==> src/hw/rtl/tpb_pkg.sv <==
// ----------------------------------------------------------------------------
// tpb_pkg: shared types and constants of the tile pixel buffer
// Command codes, register indexes, payload structs and the byte swap used
// by the fill, corner fill and background writes into the pixel store.
// ----------------------------------------------------------------------------
package tpb_pkg;

    // default tile edge, as log2 of the pixel count per row
    localparam int TILE_SIZE_LOG2_DEF = 4;

    // output queue depth (log2)
    localparam int OUTQ_AW = 2;

    // command codes
    localparam logic [1:0] CMD_FILL    = 2'd0;
    localparam logic [1:0] CMD_FILL_BG = 2'd1;
    localparam logic [1:0] CMD_RECT    = 2'd2;
    localparam logic [1:0] CMD_READ    = 2'd3;

    // configuration register indexes
    localparam int CFG_IDX_W = 2;
    localparam logic [CFG_IDX_W-1:0] CFG_BACKGROUND = 2'd0;
    localparam logic [CFG_IDX_W-1:0] CFG_REFRESH    = 2'd1;

    typedef struct packed {
        logic [1:0]         cmd;
        logic [15:0]        color;
        logic signed [15:0] delta_x;
        logic signed [15:0] delta_y;
        logic [3:0]         row_index;
    } t_in_item;

    typedef struct packed {
        logic [15:0] pixel;
        logic [3:0]  column;
        logic        last;
    } t_out_item;

    // read request that travels alongside a store read
    typedef struct packed {
        logic       valid;
        logic [3:0] column;
        logic       last;
    } t_rd_req;

    // output queue status back to the sequencer
    typedef struct packed {
        logic credit_ok;
        logic full;
        logic push;
        logic pop;
    } t_q_status;

    function automatic logic [15:0] swap_bytes(input logic [15:0] v);
        return {v[7:0], v[15:8]};
    endfunction

endpackage

==> src/hw/rtl/tpb_ram.sv <==
// ----------------------------------------------------------------------------
// tpb_ram: generic simple dual-port RAM
// One write port, one read port with registered data (read-first).
// ----------------------------------------------------------------------------
module tpb_ram #(
    parameter int WIDTH = 16,
    parameter int DEPTH = 256
) (
    input  logic                     i_clk,
    input  logic                     i_we,
    input  logic [$clog2(DEPTH)-1:0] i_waddr,
    input  logic [WIDTH-1:0]         i_wdata,
    input  logic                     i_re,
    input  logic [$clog2(DEPTH)-1:0] i_raddr,
    output logic [WIDTH-1:0]         o_rdata
);

    logic [WIDTH-1:0] r_mem [DEPTH];
    logic [WIDTH-1:0] r_rdata;

    always_ff @(posedge i_clk) begin
        if (i_we) begin
            r_mem[i_waddr] <= i_wdata;
        end
        if (i_re) begin
            r_rdata <= r_mem[i_raddr];
        end
    end

    assign o_rdata = r_rdata;

endmodule

==> src/hw/rtl/tpb_seq.sv <==
// ----------------------------------------------------------------------------
// tpb_seq: command sequencer and address walker
// One shared x/y incrementer with end compare walks the store for fills,
// corner fills, the post-reset clearing pass and row reads.
// ----------------------------------------------------------------------------
module tpb_seq #(
    parameter int TILE_SIZE_LOG2 = tpb_pkg::TILE_SIZE_LOG2_DEF
) (
    input  logic                         i_clk,
    input  logic                         i_rst_n,
    input  logic                         i_in_valid,
    input  tpb_pkg::t_in_item            i_in_item,
    output logic                         o_in_stall,
    input  logic [15:0]                  i_bg_stored,
    input  logic                         i_refresh,
    input  tpb_pkg::t_q_status           i_q_status,
    output tpb_pkg::t_rd_req             o_rd_req,
    output logic                         o_ram_we,
    output logic [2*TILE_SIZE_LOG2-1:0]  o_ram_waddr,
    output logic [15:0]                  o_ram_wdata,
    output logic                         o_ram_re,
    output logic [2*TILE_SIZE_LOG2-1:0]  o_ram_raddr
);

    localparam int TW = TILE_SIZE_LOG2;
    localparam logic [TW-1:0] TMAX = {TW{1'b1}};

    localparam logic [1:0] ST_IDLE = 2'd0;
    localparam logic [1:0] ST_WALK = 2'd1;
    localparam logic [1:0] ST_READ = 2'd2;

    logic [1:0]    r_state, n_state;
    logic [TW-1:0] r_x, n_x;
    logic [TW-1:0] r_y, n_y;
    logic [TW-1:0] r_x0, n_x0;
    logic [TW-1:0] r_x1, n_x1;
    logic [TW-1:0] r_y1, n_y1;
    logic [15:0]   r_wdata, n_wdata;

    logic          accept;
    logic          x_end;
    logic          y_end;
    logic          issue;
    logic [15:0]   dx_m1;
    logic [15:0]   dy_m1;

    assign o_in_stall = (r_state != ST_IDLE);
    assign accept     = i_in_valid && (r_state == ST_IDLE);

    // shared end compare
    assign x_end = (r_x == r_x1);
    assign y_end = (r_y == r_y1);
    assign issue = (r_state == ST_READ) && i_q_status.credit_ok;

    assign dx_m1 = i_in_item.delta_x - 16'sd1;
    assign dy_m1 = i_in_item.delta_y - 16'sd1;

    // next-state and walker
    always_comb begin
        n_state = r_state;
        n_x     = r_x;
        n_y     = r_y;
        n_x0    = r_x0;
        n_x1    = r_x1;
        n_y1    = r_y1;
        n_wdata = r_wdata;
        case (r_state)
            ST_IDLE: begin
                if (accept) begin
                    n_x  = '0;
                    n_y  = '0;
                    n_x0 = '0;
                    n_x1 = TMAX;
                    n_y1 = TMAX;
                    case (i_in_item.cmd)
                        tpb_pkg::CMD_FILL: begin
                            n_wdata = tpb_pkg::swap_bytes(i_in_item.color);
                            n_state = ST_WALK;
                        end
                        tpb_pkg::CMD_FILL_BG: begin
                            n_wdata = i_bg_stored;
                            n_state = ST_WALK;
                        end
                        tpb_pkg::CMD_RECT: begin
                            n_wdata = tpb_pkg::swap_bytes(i_in_item.color);
                            // columns: left span for positive, right span for negative
                            if (i_in_item.delta_x[15]) begin
                                n_x0 = i_in_item.delta_x[TW-1:0];
                                n_x1 = TMAX;
                            end else begin
                                n_x0 = '0;
                                n_x1 = dx_m1[TW-1:0];
                            end
                            if (i_in_item.delta_y[15]) begin
                                n_y  = i_in_item.delta_y[TW-1:0];
                                n_y1 = TMAX;
                            end else begin
                                n_y  = '0;
                                n_y1 = dy_m1[TW-1:0];
                            end
                            n_x = n_x0;
                            // zero extent leaves the store alone
                            if ((i_in_item.delta_x != 16'sd0) && (i_in_item.delta_y != 16'sd0)) begin
                                n_state = ST_WALK;
                            end
                        end
                        tpb_pkg::CMD_READ: begin
                            n_y     = TW'(i_in_item.row_index);
                            n_state = ST_READ;
                        end
                        default: begin
                            n_state = ST_IDLE;
                        end
                    endcase
                end
            end
            ST_WALK: begin
                if (x_end) begin
                    n_x = r_x0;
                    n_y = r_y + 1'b1;
                    if (y_end) begin
                        n_state = ST_IDLE;
                    end
                end else begin
                    n_x = r_x + 1'b1;
                end
            end
            ST_READ: begin
                if (issue) begin
                    n_x = r_x + 1'b1;
                    if (x_end) begin
                        n_state = ST_IDLE;
                    end
                end
            end
            default: begin
                n_state = ST_IDLE;
            end
        endcase
    end

    // state registers; reset starts the clearing pass
    always_ff @(posedge i_clk) begin
        if (!i_rst_n) begin
            r_state <= ST_WALK;
            r_x     <= '0;
            r_y     <= '0;
            r_x0    <= '0;
            r_x1    <= TMAX;
            r_y1    <= TMAX;
            r_wdata <= '0;
        end else begin
            r_state <= n_state;
            r_x     <= n_x;
            r_y     <= n_y;
            r_x0    <= n_x0;
            r_x1    <= n_x1;
            r_y1    <= n_y1;
            r_wdata <= n_wdata;
        end
    end

    // store access; a refresh write lands on the address being read
    always_comb begin
        o_ram_re    = issue;
        o_ram_raddr = {r_y, r_x};
        o_ram_waddr = {r_y, r_x};
        if (r_state == ST_READ) begin
            o_ram_we    = issue && i_refresh;
            o_ram_wdata = i_bg_stored;
        end else begin
            o_ram_we    = (r_state == ST_WALK);
            o_ram_wdata = r_wdata;
        end
    end

    assign o_rd_req.valid  = issue;
    assign o_rd_req.column = 4'(r_x);
    assign o_rd_req.last   = x_end;

endmodule

==> src/hw/rtl/tpb_outq.sv <==
// ----------------------------------------------------------------------------
// tpb_outq: result queue
// Catches store read data in the cycle after the read and holds results until
// the receiver takes them; grants read credits to the sequencer.
// ----------------------------------------------------------------------------
module tpb_outq (
    input  logic                i_clk,
    input  logic                i_rst_n,
    input  tpb_pkg::t_rd_req    i_rd_req,
    input  logic [15:0]         i_rdata,
    output tpb_pkg::t_q_status  o_status,
    output logic                o_out_valid,
    output tpb_pkg::t_out_item  o_out_item,
    input  logic                i_out_stall
);

    localparam int QAW   = tpb_pkg::OUTQ_AW;
    localparam int QD    = 1 << QAW;
    localparam int CW    = QAW + 1;

    tpb_pkg::t_rd_req   r_req;
    tpb_pkg::t_out_item r_slot [QD];
    logic [QAW-1:0]     r_wptr;
    logic [QAW-1:0]     r_rptr;
    logic [CW-1:0]      r_count;
    logic [CW-1:0]      n_count;
    logic [CW-1:0]      committed;
    logic               push;
    logic               pop;

    assign push      = r_req.valid;
    assign pop       = o_out_valid && !i_out_stall;
    assign committed = r_count + CW'(r_req.valid);

    // read in flight
    always_ff @(posedge i_clk) begin
        if (!i_rst_n) begin
            r_req.valid <= 1'b0;
        end else begin
            r_req.valid <= i_rd_req.valid;
        end
        r_req.column <= i_rd_req.column;
        r_req.last   <= i_rd_req.last;
    end

    // queue storage
    always_ff @(posedge i_clk) begin
        if (push) begin
            r_slot[r_wptr] <= '{pixel: i_rdata, column: r_req.column, last: r_req.last};
        end
    end

    always_comb begin
        n_count = r_count;
        if (push && !pop) begin
            n_count = r_count + 1'b1;
        end else if (pop && !push) begin
            n_count = r_count - 1'b1;
        end
    end

    always_ff @(posedge i_clk) begin
        if (!i_rst_n) begin
            r_wptr  <= '0;
            r_rptr  <= '0;
            r_count <= '0;
        end else begin
            if (push) begin
                r_wptr <= r_wptr + 1'b1;
            end
            if (pop) begin
                r_rptr <= r_rptr + 1'b1;
            end
            r_count <= n_count;
        end
    end

    assign o_out_valid        = (r_count != '0);
    assign o_out_item         = r_slot[r_rptr];
    assign o_status.credit_ok = (committed < CW'(QD));
    assign o_status.full      = (r_count == CW'(QD));
    assign o_status.push      = push;
    assign o_status.pop       = pop;

endmodule

==> src/hw/rtl/tile_pixel_buffer_core.sv <==
// ----------------------------------------------------------------------------
// tile_pixel_buffer_core: square tile pixel store with clear-on-read
// Holds L x L byte-swapped 16-bit colors (L = 2**TILE_SIZE_LOG2) and runs
// fill, background fill, corner fill and row read commands.
// ----------------------------------------------------------------------------
// Usage:
//  - Input channel (i_in_valid / o_in_stall / i_in_item): one command per
//    item. o_in_stall is high while a command is running.
//  - Output channel (o_out_valid / i_out_stall / o_out_item): a row read
//    returns L items, column order, last set on the final one. Fills return
//    nothing.
//  - Config channel (i_cfg_valid / o_cfg_ready): index 0 background color,
//    index 1 refresh enable; write only when the block is idle.
//  - Timing: a fill or corner fill walks its area once; a zero-extent corner
//    fill writes nothing. A row read issues one store read per cycle while the
//    queue has a free credit; each item passes the store's read register and a
//    queue slot before it is out. The pace is set by the single store port and the one address walker.
//  - Results wait in a 4-deep queue; a stalled receiver holds the head item
//    and read issue pauses once the queue has no free credit. The next
//    command can be taken while results of a read are still queued.
//  - Reset: the sequencer walks the whole store writing zero, with o_in_stall
//    high; config writes are still taken.
// ----------------------------------------------------------------------------
module tile_pixel_buffer_core #(
    parameter int TILE_SIZE_LOG2 = tpb_pkg::TILE_SIZE_LOG2_DEF
) (
    input  logic                              i_clk,
    input  logic                              i_rst_n,
    input  logic                              i_in_valid,
    output logic                              o_in_stall,
    input  tpb_pkg::t_in_item                 i_in_item,
    output logic                              o_out_valid,
    input  logic                              i_out_stall,
    output tpb_pkg::t_out_item                o_out_item,
    input  logic                              i_cfg_valid,
    output logic                              o_cfg_ready,
    input  logic [tpb_pkg::CFG_IDX_W-1:0]     i_cfg_index,
    input  logic [15:0]                       i_cfg_data
);

    localparam int AW = 2 * TILE_SIZE_LOG2;

    logic [15:0]        r_background;
    logic               r_refresh;
    logic [15:0]        bg_stored;
    tpb_pkg::t_q_status q_status;
    tpb_pkg::t_rd_req   rd_req;
    logic               ram_we;
    logic [AW-1:0]      ram_waddr;
    logic [15:0]        ram_wdata;
    logic               ram_re;
    logic [AW-1:0]      ram_raddr;
    logic [15:0]        ram_rdata;
    logic               in_accept;

    // configuration registers
    assign o_cfg_ready = 1'b1;

    always_ff @(posedge i_clk) begin
        if (!i_rst_n) begin
            r_background <= '0;
            r_refresh    <= 1'b1;
        end else if (i_cfg_valid) begin
            case (i_cfg_index)
                tpb_pkg::CFG_BACKGROUND: r_background <= i_cfg_data;
                tpb_pkg::CFG_REFRESH:    r_refresh    <= i_cfg_data[0];
                default: begin
                end
            endcase
        end
    end

    assign bg_stored = tpb_pkg::swap_bytes(r_background);
    assign in_accept = i_in_valid && !o_in_stall;

    tpb_seq #(
        .TILE_SIZE_LOG2 (TILE_SIZE_LOG2)
    ) u_seq (
        .i_clk       (i_clk),
        .i_rst_n     (i_rst_n),
        .i_in_valid  (i_in_valid),
        .i_in_item   (i_in_item),
        .o_in_stall  (o_in_stall),
        .i_bg_stored (bg_stored),
        .i_refresh   (r_refresh),
        .i_q_status  (q_status),
        .o_rd_req    (rd_req),
        .o_ram_we    (ram_we),
        .o_ram_waddr (ram_waddr),
        .o_ram_wdata (ram_wdata),
        .o_ram_re    (ram_re),
        .o_ram_raddr (ram_raddr)
    );

    tpb_ram #(
        .WIDTH (16),
        .DEPTH (1 << AW)
    ) u_ram (
        .i_clk   (i_clk),
        .i_we    (ram_we),
        .i_waddr (ram_waddr),
        .i_wdata (ram_wdata),
        .i_re    (ram_re),
        .i_raddr (ram_raddr),
        .o_rdata (ram_rdata)
    );

    tpb_outq u_outq (
        .i_clk       (i_clk),
        .i_rst_n     (i_rst_n),
        .i_rd_req    (rd_req),
        .i_rdata     (ram_rdata),
        .o_status    (q_status),
        .o_out_valid (o_out_valid),
        .o_out_item  (o_out_item),
        .i_out_stall (i_out_stall)
    );

    // queue never overflows
    a_no_overflow: assert property (@(posedge i_clk) disable iff (!i_rst_n)
        q_status.push && q_status.full |-> q_status.pop)
        else $error("result queue overflow");

    // a store read is only issued against a free queue credit
    a_read_credit: assert property (@(posedge i_clk) disable iff (!i_rst_n)
        rd_req.valid |-> q_status.credit_ok)
        else $error("read issued without credit");

    // every command other than a corner fill, which may have zero extent, keeps the block busy afterwards
    a_busy_after_cmd: assert property (@(posedge i_clk) disable iff (!i_rst_n)
        in_accept && (i_in_item.cmd != tpb_pkg::CMD_RECT) |=> o_in_stall)
        else $error("command accepted without running");

endmodule
==> config.mk <==
export PLATFORM = sky130hd
export DESIGN_NAME = tile_pixel_buffer_core
export DESIGN_NICKNAME = d
export VERILOG_FILES = /design/src/hw/rtl/tpb_pkg.sv /design/src/hw/rtl/tpb_ram.sv /design/src/hw/rtl/tpb_seq.sv /design/src/hw/rtl/tpb_outq.sv /design/src/hw/rtl/tile_pixel_buffer_core.sv
export SDC_FILE = /design/constraint.sdc
export NUM_CORES = 2
export LEC_CHECK = 0
export BUFFER_PORTS_ARGS = -buffer_cell sky130_fd_sc_hd__buf_2
export CORE_MARGIN = 4
export CORE_UTILIZATION = 48
export CTS_BUF_LIST = sky130_fd_sc_hd__clkbuf_4 sky130_fd_sc_hd__clkbuf_8
export CTS_CLUSTER_DIAMETER = 40
export DETAILED_ROUTE_END_ITERATION = 7
export GPL_ROUTABILITY_DRIVEN = 0
export GPL_TIMING_DRIVEN = 1
export PLACE_DENSITY_LB_ADDON = 0.08
export SLEW_MARGIN = 20
export SYNTH_ARGS = -nofsm -noshare
export SYNTH_HDL_FRONTEND = slang
export SYNTH_HIERARCHICAL = 1
export SYNTH_MEMORY_MAX_BITS = 65536
export SYNTH_SLANG_ARGS = --single-unit
==> constraint.sdc <==
create_clock -name i_clk -period 7.3 [get_ports i_clk]
set_clock_uncertainty 0.05 [all_clocks]
set_input_delay 1.095 -clock i_clk [delete_from_list [all_inputs] [get_ports i_clk]]
set_output_delay 1.095 -clock i_clk [all_outputs]
set_load 0.1 [all_outputs]
==> results.md <==
Worst setup path:
- STA puts the critical path data arrival time at a little over 6 ns.
- STA classifies the critical path startpoint as a flop.
- Measured in cells, the most critical reg-to-reg path has a length of 8.
- Setup slack on the worst reg-to-reg path comes out at slightly below 2 ns.
- The worst setup path is captured at a flop.
- The destination of the worst register-to-register timing path is u_ram/o_rdata[2].
- The peak fanout along the critical path is 30.
- The worst endpoint required time is ~8.1 ns.
- The worst register-to-register path begins at u_seq/r_x[0].
- The critical setup path kind is flop to flop.

Final layout:
- The fraction of layout cells with a size suffix above 1 is 0.295.
- At the end of the flow, the number of nets in the layout was about 8700.
- The fill cell instance count of the final layout is between 20000 and 30000.
- The area growth from synthesis to layout is 13.1%.
- The sequential cells in the finished layout cover a total of 127000 µm².
- The end-of-flow core utilization is 0.546.
- In the final layout, the multi-input gates occupy 36000 µm².

Status:
- The flow ran to the end, and the final reports show no timing, DRC or antenna violations.

Synth:
- The gate count of the mapped netlist is a little under 8000.
- Yosys printed 6 warnings.
- Dividing the synthesized area by the synthesized cell count gives about 21 µm².
- The mapped netlist covers between 150000 and 200000 µm².
- The number of nets in the synthesized netlist is 7981.

Power and ir drop:
- The peak supply drop is between 0.15 and 0.2 mV.
- The post-route total power is 49.5 mW.
- The leakage power of the design is between 60 and 70 nW.
- Dividing total power by cell area gives a power density of 264 nW/µm².

Flow run:
- Max-cap violations in this run came to 0.

Worst hold path:
- The startpoint identified for the worst hold timing path is i_cfg_data[6].
- The worst hold path cell count is 3.
- The worst hold path terminates at r_background[6].
- The path class of the tightest hold or removal check is input pin to flop.

Die:
- For this configuration, the core starts out at a cell density of 0.483.
- The die is between 500 and 600 µm tall.
- Measured along the x axis, the die boundary spans ~600 µm.
- The floorplan has 215 rows.
- The number of top-level design ports is 101.
- The placeable core area is about 340000 µm².
- The die footprint is around 350000 µm².

Route:
- The vias per cell is between 6 and 7.
- In the routed design, unresolved DRC markers number 0.
- The detailed router placed roughly 85000 vias in this run.
- The mean routed wirelength per cell is about 33 µm.
- The first detailed-routing pass ran for 5 iterations.
- After detailed routing, the total wire length is 453 mm.
- The DRC violation total after the first TritonRoute iteration is roughly 10000.
- The number of routed nets with antenna violations is 0.

Timing:
- Final hold analysis gives a worst-case slack of approximately 0.16 ns.
- Setup repair after global routing left no endpoint under its margin.
- The shortest period the worst path allows is between 5 and 6 ns.
- The pin slew with the least headroom to its limit is around 1.3 ns.
- The final-layout setup total negative slack is 0 ns.
- The post-route clock period utilization is 0.729.
- The highest clock frequency the design can meet is roughly 190 MHz.
- The final number of max-transition violations is 0.
- The worst slew slack as a fraction of its limit is 0.107.
- The count of endpoints failing hold in the final timing report was 0.
- The count of final setup violators is 0.

Placement:
- The count of buffers inserted at the top-level ports is 99.
- Detailed placement ended at an HPWL of around 260 mm.

Clocking:
- The CTS tree is done.
- CTS built an H-tree with a depth of 6.
- The clock transition at the registers of the reported paths is ~0.06 ns.
- TritonCTS created around 710 clock buffers.
- In this run the deepest clock path goes through 4 buffers.
- The count of clock tree sinks is 4266.
- The tree is rooted in a sky130_fd_sc_hd__clkbuf_8.
- Gates resized during post-CTS repair numbered 0.
- The clock latency on the worst-skew pair is approximately 1.2 ns.

Global routing:
- For met2 alone, demand over resource in global routing was 0.383.
- The overall global routing resource usage is 0.251.
- The via count of the first global-routing pass is between 80000 and 90000.
- The number of antenna violations at the first check in global routing was 29.
- The pin count of the biggest net entering global routing is 185.
- The busiest layer in global routing is met2.
- The first global-routing pass estimated between 600 and 700 mm of wire.
- The aggregate global routing overflow is 0.
- The global-route met1 utilization is 0.368.
- For this run, global-route usage on met3 was measured as 0.0561.
==> cell usage in the layout, fill, tap and decap left out, drive strengths merged, types with 35 or more instances in the layout <==
cell	n
edfxtp	4196
clkbuf	985
mux4	818
mux2i	602
buf	507
nor2	312
o221ai	253
clkinv	225
a21oi	185
o22ai	156
nand2	109
mux2	108
nor3	98
dfxtp	70
inv	68
o21ai	47
nand3	46
a22oi	45
a22o	35
==> final cells by class <==
cell class | count | area share
flip-flops and latches | 4266 | 0.679
well taps | 4557 | 0.0304
diodes | 17 | 0.000227
multi-input cells | 3103 | 0.192
clock buffers | 985 | 0.0634
inverters | 28 | 0.000640
repair buffers | 522 | 0.0229
clock inverters | 307 | 0.0110
==> per-stage QoR <==
stage               worst slack (ns)  instance area, µm²  std cells
floorplan                       3.46              166000       7889
global placement               0.814              173000      12500
detailed placement              1.99              173000      12500
CTS                             1.97              187000      13800
global route                    1.76              188000      13800
finish                          1.98              188000      13800
==> worst max-delay path: stages (launching register included) <==
cell	delay (ns)
sky130_fd_sc_hd__dfxtp_4	0.80
sky130_fd_sc_hd__buf_12	0.39
sky130_fd_sc_hd__buf_4	0.58
sky130_fd_sc_hd__buf_4	0.51
sky130_fd_sc_hd__mux4_2	0.32
sky130_fd_sc_hd__a211oi_1	0.07
sky130_fd_sc_hd__o21ai_0	0.94
sky130_fd_sc_hd__nand3_1	0.37
sky130_fd_sc_hd__nor4_1	0.83
==> worst max-delay path by stage <==
| stage | from | cells after the start | end |
|---|---|---|---|
| after floorplan | u_seq/r_state[0] | 10 | u_ram/r_mem[234][0] |
| after global placement | u_seq/r_state[0] | 8 | u_ram/r_mem[135][4] |
| after detailed placement | u_seq/r_x[0] | 9 | u_ram/o_rdata[12] |
| after CTS | u_seq/r_state[0] | 7 | u_ram/r_mem[0][8] |
| after global routing | u_seq/r_state[0] | 7 | u_ram/r_mem[6][10] |
| final | u_seq/r_x[0] | 8 | u_ram/o_rdata[2] |
==> power breakdown <==
group	leakage [nW]	internal, mW	total, mW	switching (mW)
logic	12.8	0.713	2.22	1.50
registers	47.0	26.6	26.6	0.0513
clock network	7.35	11.2	20.7	9.56
==> timing repair <==
action,4_1_cts,5_1_grt
buffers inserted,0,0
hold endpoints to repair,15,0
hold buffers,15,0
==> state kept, by name, indices dropped and copies added, names as in the netlist, named ones only <==
name,cells
u_seq/r_x0,4
u_seq/r_x,4
u_outq/r_slot,84
u_outq/r_count,3
u_outq/r_req,5
r_background,16
u_outq/r_rptr,2
u_outq/push,1
u_seq/r_y,4
u_seq/r_x1,4
u_seq/r_state,2
u_outq/r_wptr,2
u_ram/r_mem,4096
r_refresh,1
u_seq/r_y1,4
u_ram/o_rdata,16
u_seq/r_wdata,16
==> routing by layer <==
| metal | up-vias | part of all wire |
|---|---|---|
| met4 | 4 | 0.029 |
| li1 | 34900 | - |
| met2 | 3919 | 0.46 |
| met1 | 45200 | 0.42 |
| met5 | - | 0.000066 |
| met3 | 675 | 0.088 |
(Power assumes the default switching activity.)
